==> src/rtl/srs_pkg.sv <==
// Shared types and constants for the sound replay suppressor.
// No dependencies; imported by sound_replay_suppressor_core.
package srs_pkg;

  localparam int SLOTS       = 16;
  localparam int SLOT_W      = (SLOTS > 1) ? $clog2(SLOTS) : 1;
  localparam int CNT_W       = $clog2(SLOTS + 1);
  localparam int SOUND_W     = 16;
  localparam int TICKS_W     = 32;
  localparam int WINDOW_W    = 16;
  localparam int SLOT_USED_W = 4;

  localparam logic [WINDOW_W-1:0] WINDOW_RESET = WINDOW_W'(250);

  typedef enum logic [1:0] {
    OUTCOME_PLAYED     = 2'd0,
    OUTCOME_DUPLICATE  = 2'd1,
    OUTCOME_TABLE_FULL = 2'd2
  } outcome_t;

  typedef enum logic [1:0] {
    ST_IDLE,
    ST_TRIM,
    ST_SCAN,
    ST_FINISH
  } srs_state_t;

  typedef struct packed {
    logic [SOUND_W-1:0] sound_id;
    logic [TICKS_W-1:0] now_ticks;
  } srs_req_t;

  typedef struct packed {
    logic                   play;
    outcome_t               outcome;
    logic [SLOT_USED_W-1:0] slot_used;
    logic [SOUND_W-1:0]     sound_out;
  } srs_rsp_t;

endpackage

==> src/rtl/sound_replay_suppressor_core.sv <==
// Sound replay suppressor: time-window duplicate suppression table.
// Depends on srs_pkg (types, slot count, outcome codes).
//
// Each request carries a sound id and the current time in ticks. The block keeps a table of
// SLOTS records (sound, start time) plus a count of records in use, and answers every request
// with exactly one response: play (outcome played, with the slot written and the sound id),
// suppressed as a recent duplicate, or dropped because the table is full. A record is expired
// when its start lies below now minus blackout_window (saturating at zero). On a request the
// sequencer first pops expired records off the tail of the used region one per cycle, then walks
// the remaining used records one per cycle through a single shared compare unit (start versus
// limit, stored sound versus requested sound), stopping early on an unexpired match. The lowest
// expired record seen is reused; otherwise a record is appended if room is left.
// Trim and scan together read at most SLOTS records, one record read and compare per cycle, and
// a duplicate match ends the scan early. The next request is taken in the cycle after the
// previous response is registered. req_stall is high while a request is in work. The response
// sits in an output register, so a new request is taken while an earlier response still waits
// on rsp_stall; the finishing step holds until that register is free.
// blackout_window is sampled when a request is accepted; write it only while the block is idle.
module sound_replay_suppressor_core (
  input  logic                             clk,
  input  logic                             rst,
  input  logic                             req_valid,
  output logic                             req_stall,
  input  srs_pkg::srs_req_t                req,
  output logic                             rsp_valid,
  input  logic                             rsp_stall,
  output srs_pkg::srs_rsp_t                rsp,
  input  logic                             cfg_write,
  input  logic [srs_pkg::WINDOW_W-1:0]     cfg_data
);
  import srs_pkg::*;

  // Sequencer and working registers
  srs_state_t          state, state_next;
  logic [SOUND_W-1:0]  cur_sound, cur_sound_next;
  logic [TICKS_W-1:0]  cur_now, cur_now_next;
  logic [TICKS_W-1:0]  limit, limit_next;
  logic [CNT_W-1:0]    used, used_next;
  logic [CNT_W-1:0]    scan_idx, scan_idx_next;
  logic                have_free, have_free_next;
  logic [SLOT_W-1:0]   pick, pick_next;
  logic                hit, hit_next;
  logic [WINDOW_W-1:0] window;

  // Response register
  logic                rsp_valid_next;
  srs_rsp_t            rsp_next;

  // Record table
  logic [SOUND_W-1:0]  slot_sound [SLOTS];
  logic [TICKS_W-1:0]  slot_start [SLOTS];
  logic                wr_en;
  logic [SLOT_W-1:0]   wr_idx;

  // Shared compare unit
  logic [CNT_W-1:0]    used_dec;
  logic [SLOT_W-1:0]   rd_idx;
  logic                rd_expired;
  logic                rd_match;
  logic [TICKS_W-1:0]  window_ext;
  logic                rsp_free;

  assign window_ext = TICKS_W'(window);
  assign used_dec   = used - CNT_W'(1);
  // Trim reads the tail record, scan reads the walking index.
  assign rd_idx     = (state == ST_TRIM) ? used_dec[SLOT_W-1:0] : scan_idx[SLOT_W-1:0];
  assign rd_expired = slot_start[rd_idx] < limit;
  assign rd_match   = slot_sound[rd_idx] == cur_sound;
  // Output register can take a new response this cycle.
  assign rsp_free   = !rsp_valid || !rsp_stall;
  assign req_stall  = (state != ST_IDLE);

  always_ff @(posedge clk) begin
    if (rst) begin
      state <= ST_IDLE;
    end else begin
      state <= state_next;
    end
  end

  always_comb begin
    state_next     = state;
    cur_sound_next = cur_sound;
    cur_now_next   = cur_now;
    limit_next     = limit;
    used_next      = used;
    scan_idx_next  = scan_idx;
    have_free_next = have_free;
    pick_next      = pick;
    hit_next       = hit;
    rsp_valid_next = rsp_valid && rsp_stall;
    rsp_next       = rsp;
    wr_en          = 1'b0;
    wr_idx         = pick;

    case (state)
      ST_IDLE: begin
        if (req_valid) begin
          // Latch the request and compute the expiry limit, saturating at zero.
          cur_sound_next = req.sound_id;
          cur_now_next   = req.now_ticks;
          limit_next     = (req.now_ticks >= window_ext) ? req.now_ticks - window_ext
                                                         : '0;
          have_free_next = 1'b0;
          hit_next       = 1'b0;
          pick_next      = '0;
          scan_idx_next  = '0;
          state_next     = ST_TRIM;
        end
      end
      ST_TRIM: begin
        // Pop expired records off the tail, one per cycle.
        if (used != '0 && rd_expired) begin
          used_next = used_dec;
        end else begin
          state_next = ST_SCAN;
        end
      end
      ST_SCAN: begin
        if (scan_idx == used) begin
          state_next = ST_FINISH;
        end else if (rd_expired) begin
          // Note the lowest expired record for reuse.
          if (!have_free) begin
            have_free_next = 1'b1;
            pick_next      = scan_idx[SLOT_W-1:0];
          end
          scan_idx_next = scan_idx + CNT_W'(1);
        end else if (rd_match) begin
          hit_next   = 1'b1;
          state_next = ST_FINISH;
        end else begin
          scan_idx_next = scan_idx + CNT_W'(1);
        end
      end
      ST_FINISH: begin
        // Hold until the response register is free, then decide and write back.
        if (rsp_free) begin
          rsp_valid_next = 1'b1;
          state_next     = ST_IDLE;
          if (hit) begin
            rsp_next = '{play: 1'b0, outcome: OUTCOME_DUPLICATE, slot_used: '0, sound_out: '0};
          end else if (have_free) begin
            wr_en    = 1'b1;
            wr_idx   = pick;
            rsp_next = '{play: 1'b1, outcome: OUTCOME_PLAYED,
                         slot_used: SLOT_USED_W'(pick), sound_out: cur_sound};
          end else if (used >= CNT_W'(SLOTS)) begin
            rsp_next = '{play: 1'b0, outcome: OUTCOME_TABLE_FULL, slot_used: '0,
                         sound_out: '0};
          end else begin
            // Append a new record at the end of the used region.
            wr_en     = 1'b1;
            wr_idx    = used[SLOT_W-1:0];
            used_next = used + CNT_W'(1);
            rsp_next  = '{play: 1'b1, outcome: OUTCOME_PLAYED,
                          slot_used: SLOT_USED_W'(used[SLOT_W-1:0]), sound_out: cur_sound};
          end
        end
      end
      default: begin
        state_next = ST_IDLE;
      end
    endcase
  end

  always_ff @(posedge clk) begin
    if (rst) begin
      used      <= '0;
      rsp_valid <= 1'b0;
      window    <= WINDOW_RESET;
    end else begin
      used      <= used_next;
      rsp_valid <= rsp_valid_next;
      if (cfg_write) begin
        window <= cfg_data;
      end
    end
  end

  always_ff @(posedge clk) begin
    cur_sound <= cur_sound_next;
    cur_now   <= cur_now_next;
    limit     <= limit_next;
    scan_idx  <= scan_idx_next;
    have_free <= have_free_next;
    pick      <= pick_next;
    hit       <= hit_next;
    rsp       <= rsp_next;
    if (wr_en) begin
      slot_sound[wr_idx] <= cur_sound;
      slot_start[wr_idx] <= cur_now;
    end
  end

endmodule
==> config.mk <==
export PLATFORM = sky130hd
export DESIGN_NAME = sound_replay_suppressor_core
export DESIGN_NICKNAME = d
export VERILOG_FILES = /design/src/rtl/srs_pkg.sv /design/src/rtl/sound_replay_suppressor_core.sv
export SDC_FILE = /design/constraint.sdc
export NUM_CORES = 1
export LEC_CHECK = 0
export BUFFER_PORTS_ARGS = -buffer_cell sky130_fd_sc_hd__buf_2
export CORE_MARGIN = 2
export CORE_UTILIZATION = 42
export DETAILED_ROUTE_END_ITERATION = 12
export HOLD_SLACK_MARGIN = 0.02
export PLACE_DENSITY_LB_ADDON = 0.2
export SLEW_MARGIN = 10
export SYNTH_ARGS = -nofsm -noshare
export SYNTH_HDL_FRONTEND = slang
export SYNTH_SLANG_ARGS = --single-unit
==> constraint.sdc <==
create_clock -name clk -period 7.9 [get_ports clk]
set_input_delay 0 -clock clk [delete_from_list [all_inputs] [get_ports clk]]
set_output_delay 0 -clock clk [all_outputs]
set_load 0.02 [all_outputs]
=== Word level (Yosys, flattened, before mapping) ===
Memory sizes are Yosys's and may differ from the RTL's.
Cells that the tools add are included.

* Bits in registers: 138
* Bits in writable memories: 768
* Input port bits: 69
* Word-level logic and storage cells: 112
* Memories kept: 2

{| class="wikitable"
|+ Memory list
! memory !! depth !! bits a word !! read ports !! clocked after memory_dff !! wr ports !! line !! source
|-
| slot_start || 16 || 32 || 1 || 0 || 1 || sound_replay_suppressor_core.sv:51 || <nowiki>logic [TICKS_W-1:0] slot_start [SLOTS];</nowiki>
|-
| slot_sound || 16 || 16 || 1 || 0 || 1 || sound_replay_suppressor_core.sv:50 || <nowiki>logic [SOUND_W-1:0] slot_sound [SLOTS];</nowiki>
|}

* Add/sub/neg operators: 4
* $lt $le $gt $ge: 3
* Equal/unequal tests: 20
* Multiplexer cells: 48
* Reductions and logical operators: 19

{| class="wikitable"
|+ Operator list
! cell !! count
|-
| $mux W23 || 2
|-
| $mux W5 || 9
|-
| $mux W4 || 10
|-
| $ge A32 B16 Y1 || 1
|-
| $lt A32 B32 Y1 || 1
|-
| $sub A32 B16 Y32 || 1
|-
| $ne A2 B2 Y1 const B || 11
|-
| $pmux W5 S2 || 2
|-
| $eq A16 B16 Y1 || 1
|-
| $mux W1 || 15
|-
| $reduce_and A5 Y1 || 3
|-
| $mux W2 || 6
|-
| $add A5 B1 Y5 const B || 2
|-
| $ne A3 B3 Y1 const B || 3
|-
| $pmux W2 S4 || 1
|-
| $pmux W4 S2 || 1
|-
| $reduce_and A4 Y1 || 2
|-
| $reduce_and A6 Y1 || 1
|-
| $reduce_bool A2 Y1 || 3
|-
| $eq A5 B5 Y1 || 1
|-
| $ge A5 B5 Y1 const B || 1
|-
| $reduce_bool A5 Y1 || 1
|-
| $sub A5 B1 Y5 const B || 1
|-
| $eq A2 B2 Y1 const B || 2
|-
| 9 further kinds || 13
|}

=== Logic depth before layout (Yosys ltp) ===
* Depth in word-level cells: 8
* Gate-level depth with buffers: 28
* Mapped depth without buffers: 21

=== Least setup slack after synthesis ===
Ideal clock, no wire load.

* Path type: flip-flop to flip-flop
* Start point: reg used[1]
* End point: reg scan_idx[0] (enable)
* Setup time: 0.351 ns
* Arrival: 5.687 ns
* Data required time: 7.549 ns
* Setup slack: 1.862 ns
* Stages on the path, launching flop included: 25
* Path buffers: 7
* Cell sequence: dfxtp_1 clkbuf_1 inv_1 ha_1 clkbuf_1 a21o_1 clkbuf_1 clkbuf_1 clkbuf_1 clkbuf_1 clkbuf_1 a31oi_1 a211oi_1 a21oi_1 ha_1 a21o_1 a21o_1 a21oi_1 o21ai_0 nand3_1 a21oi_1 a2111oi_0 a21oi_1 and4_1 a21oi_1

* Word-level cells in the longest chain between the ends: 6
* Elaborated cells between the ends (all ways): 10
* Those cells by class: 1 x add/sub; 1 x order compare; 4 x eq/ne; 1 x mux; 1 x reduce/logical; 2 x memory

{| class="wikitable"
|+ Ends and longest elaborated chain
! what !! line !! source
|-
| start, declared || sound_replay_suppressor_core.sv:38 || <nowiki>logic [CNT_W-1:0] used, used_next;</nowiki>
|-
| start signal, assigned || sound_replay_suppressor_core.sv:173 || <nowiki>used <= used_next;</nowiki>
|-
| $sub A5 B1 Y5 || sound_replay_suppressor_core.sv:64 || <nowiki>assign used_dec = used - CNT_W'(1);</nowiki>
|-
| $mux W4 || sound_replay_suppressor_core.sv:66 || <nowiki>assign rd_idx = (state == ST_TRIM) ? used_dec[SLOT_W-1:0] : scan_idx[SLOT_W-1:0];</nowiki>
|-
| $mem_v2 Z16 W32 or $mem_v2 Z16 W16 (tied branches) || - ||
|-
| $lt A32 B32 Y1 or $eq A16 B16 Y1 (tied branches) || sound_replay_suppressor_core.sv:67, sound_replay_suppressor_core.sv:68 ||
|-
| $ne A3 B3 Y1 (no source line) || - ||
|-
| $reduce_and A4 Y1 (no source line) * || - ||
|-
| end signal, assigned || sound_replay_suppressor_core.sv:185 || <nowiki>scan_idx <= scan_idx_next;</nowiki>
|-
| end, declared || sound_replay_suppressor_core.sv:39 || <nowiki>logic [CNT_W-1:0] scan_idx, scan_idx_next;</nowiki>
|}

Mark *: on every way between the ends. The rest lies on a longest branch, timed or not.
A chain may end at the register's enable or synchronous reset.

=== Worst setup path in the final report ===
* Start point: reg used[0]
* End point: reg state[0]

* Word-level cells in the longest chain between the ends: 7
* Elaborated cells between the ends (all ways): 15
* Those cells by class: 1 x add/sub; 1 x order compare; 5 x eq/ne; 3 x mux; 3 x reduce/logical; 2 x memory

{| class="wikitable"
|+ Ends and longest elaborated chain
! what !! line !! source
|-
| $sub A5 B1 Y5 || sound_replay_suppressor_core.sv:64 ||
|-
| $mux W4 || sound_replay_suppressor_core.sv:66 ||
|-
| $mem_v2 Z16 W32 || - ||
|-
| $lt A32 B32 Y1 || sound_replay_suppressor_core.sv:67 || <nowiki>assign rd_expired = slot_start[rd_idx] < limit;</nowiki>
|-
| $logic_and A1 B1 Y1 || sound_replay_suppressor_core.sv:113 || <nowiki>if (used != '0 && rd_expired) begin</nowiki>
|-
| $ne A2 B2 Y1 (no source line) || - ||
|-
| $reduce_and A5 Y1 (no source line) || - ||
|-
| end signal, assigned || sound_replay_suppressor_core.sv:77 || <nowiki>state <= state_next;</nowiki>
|-
| end, declared || sound_replay_suppressor_core.sv:34 || <nowiki>srs_state_t state, state_next;</nowiki>
|}

Several ways; a longest one is shown, not always the timed one.

==> metrics <==
status=finished, final reports clean; Pleak=~0.016 uW; area of the multi-input gates=~10000 sq um; I/O Buffers=93; crit share post-route=81.8%; antenna violations before repair=0; min cycle time layout=6.46 ns; met2 Track Usage GR=a little over a third; top cell family by delay on the critical path=compound AO/OA/AOI/OAI gates; Seq cells post-synth=about 910; largest net degree at the start of global routing=between 100 and 150; syn_nets=around 3000; drt drc=0; Max clock buf depth=3; adder-cell share of the synthesized area=between 1.5 and 2%; Synth Flop Type=edfxtp_1; Cell Int Power=~11000 uW; total CTS buffers=93; unrepaired setup endpoints after global routing=false; Die X=slightly above 300 microns; Worst Tran Pin Value=between 1 and 1.5 ns; Switching Fraction=approximately two fifths; Max Cap Viol=0; global placement routability congestion=slightly below 0.9; Initial DRC Count=2433; ANT nets after route=0; Slew HR=roughly 14%; I/O pins=between 90 and 100; vias=between 20000 and 25000; final hold violation count=0; YS warnings=0; worst skew pair latency=0.65 ns; Power per Cell Area=slightly above 400 nW/um^2; Unique masters post-synth=73; clock sink total=roughly 910; worst setup path class=reg -> reg; Final Skew=between 0.015 and 0.02 ns; Post-Synth Simple-Gate Area=11.6%; # rows=110; Final Cell Area=around 44000 sq um; Placed Cells=between 4000 and 5000; Post-Synth XOR/XNOR Area=less than 1%; GRT overflow=0; Bufs and invs on worst path=3; Synth Area in Compound Gates=under 10%; Synth area leaders=edfxtp_1 (70%), nand2_1 (5.9%), a211oi_1 (2.5%); global-route wire length before repair=between 150000 and 200000 microns; multiplexer share of the synthesized area=under 10%; Slowest cell on crit path=dfxtp_1; per-cell routed wire length=24.1 microns; Clock H-tree levels=3; clock share of power=26.4%; GRT Overall Usage=a little over a fifth; number of synthesized flops with an enable pin=between 800 and 900; CTS root buf=clkbuf_16; GRT busiest layer=met2; Final HPWL DP=56800 microns; Initial Util=between 40% and 50%; CP arrival=7.00 ns; sequential cell area=roughly 27000 sq um; crit-path max FO=66; Antenna diodes=0; Final Setup Violations=0; area delta synth->final=16.6%; Max VDD drop=roughly 0.46 mV; Nets=~3200; top cell type's share of synthesized area=between 60% and 70%; cts-stage hold buffer count=100; sequential share of power=33.5%; Comb pwr share=between 40% and 50%; share of cells above drive strength 1=11.5%; Tightest Hold Check Type=in -> reg; CP peak stage delay=roughly 0.77 ns; Die Y=a little over 300 microns; placed cell area=around 40000 sq um; largest area contributor in the netlist=edfxtp_1; number of detailed-route iterations in the first pass=5; Max Slew Vio Count=0; CTS tree=built; Peak Freq=~150 MHz; routed wire length=roughly 100000 microns; CP cell instances=inv_2 -> ha_1 -> a21o_4 -> buf_4 -> and3_1 -> a311oi_1 -> a31oi_1 -> a21oi_1 -> ha_1 -> nand4_1 -> or2_2 -> nor4_1 -> buf_4 -> o311ai_2 -> a21oi_1 -> and4_1 -> o21ai_1 -> o311a_1; Vias/cell=roughly 5.7; Net Switching=a little over 7000 uW; vias in the first global route=about 24000; mapped cell area=roughly 38000 sq um; GR met1 Demand/Resource=~31%; largest family of logic cells by synthesized area=simple AND/OR/NAND/NOR gates; # fillers=7723; CP startpoint kind=flop; met3 usage=between 2 and 3%; total core area=approximately 90000 sq um; Post-CTS Setup Inserts=0; Clock transition at path regs=about 0.070 ns; Post-Syn Area per Cell=roughly 13 sq um; Resize count post-CTS=0; crit path capture type=flop; Seq/Total Area, Yosys=roughly 71%; non-filler cells, final=between 4000 and 5000; asr flop ratio synth=0%; die area=93100 sq um; cells after synthesis=approximately 2900; final setup TNS=0 ns; Required @ worst endpoint=around 8.4 ns
-- Yosys cell counts, types with 23 or more instances --
library cell,number
edfxtp_1,882
nand2_1,597
a211oi_1,127
clkbuf_1,124
inv_1,107
and3_1,106
nor2_1,91
a31oi_1,82
nand3_1,82
a21oi_1,77
a311oi_1,69
mux2i_1,68
ha_1,55
o21ai_0,38
buf_2,25
dfxtp_1,24
and2_1,23
nor3_1,23
-- per-layer routing --
layer	vias to the layer above	routed length, microns	share of wire, %
met2	849	49900	48
met5	-	0	0
met4	0	1970	1.9
met1	12500	45700	44
li1	11100	-	-
met3	153	5870	5.7
-- worst paths after layout --
path	cells past startpoint	endpoint	start	slack, ns
setup / recovery	18	state[0]	used[0]	1.44
setup reg to reg	18	state[0]	used[0]	1.44
hold reg to reg	0	rsp[20]	hit	0.50
hold / removal	2	cur_sound[5]	req[37]	0.06
-- area by class of cell --
type,count,share of cell area (%)
sequential,906,60.7
multi-input combinational,1680,23.0
clock buffer,119,5.93
timing repair buffer,252,4.46
tap,1176,3.31
clock inverter,55,1.73
inverter,108,0.912
-- through the flow --
stage	util, %	worst slack [ns]	total power, uW	hold slack (ns)
2_1_floorplan	-	1.86	11200	0.0989
4_1_cts	49.4	1.37	18300	0.0222
5_1_grt	49.4	1.04	19200	0.0507
3_3_place_gp	44.5	1.52	13300	0.179
3_5_place_dp	44.5	1.40	13400	0.179
6_report	49.4	1.44	18300	0.0635
-- cell families (layout without fill, tap and decap cells) --
family	after synthesis	after routing
adders and majority gates	56	56
buffers and inverters	285	534
xor gates and xnor gates	38	38
and+or+nand+nor	998	998
muxes	82	82
AOI/OAI and AO/OA	506	506
DFF	906	906
-- state kept, by name, summed over array words and instances, names as in the netlist --
register / count
cur_now: 32
slot_sound: 256
have_free: 1
state: 2
pick: 4
slot_start: 512
cur_sound: 16
window: 16
rsp: 23
limit: 32
used: 5
scan_idx: 5
rsp_valid: 1
hit: 1
-- cells in the final DEF (no fill, tap or decap), types with 10 or more instances in the layout --
cell	instances
edfxtp_1	882
nand2_1	596
a211oi_1	127
inv_1	107
and3_1	106
clkbuf_16	101
dlygate4sd3_1	100
buf_2	93
nand3_1	82
a31oi_1	82
nor2_1	75
a21oi_1	75
a311oi_1	69
mux2i_1	68
ha_1	54
buf_4	53
o21ai_0	38
dfxtp_1	24
nor3_1	22
and2_1	21
xnor2_1	19
xor2_1	18
bufinv_16	18
nor2_4	16
nand4_1	16
a21o_1	14
o211ai_1	14
clkinv_2	14
clkbuf_1	14
nor4_1	13
a2111oi_0	10
-- power by group through the flow --
stage          sequential [uW]  combinational [uW]  clock (uW)
2_1_floorplan             6070                5090           0
3_3_place_gp              6190                7140           0
3_5_place_dp              6210                7230           0
4_1_cts                   6110                7300        4900
5_1_grt                   6160                7990        5080
6_report                  6110                7330        4820
-- worst reg2reg max path, stage by stage, from the launching register on --
cell and delay [ns]:
dfxtp_1 0.77, inv_2 0.24, ha_1 0.64, a21o_4 0.75, buf_4 0.58, and3_1 0.26
a311oi_1 0.06, a31oi_1 0.21, a21oi_1 0.12, ha_1 0.32, nand4_1 0.07, or2_2 0.32
nor4_1 0.68, buf_4 0.26, o311ai_2 0.19, a21oi_1 0.23, and4_1 0.29, o21ai_1 0.09
o311a_1 0.29
No activity file was read; power rests on OpenSTA's default activity.
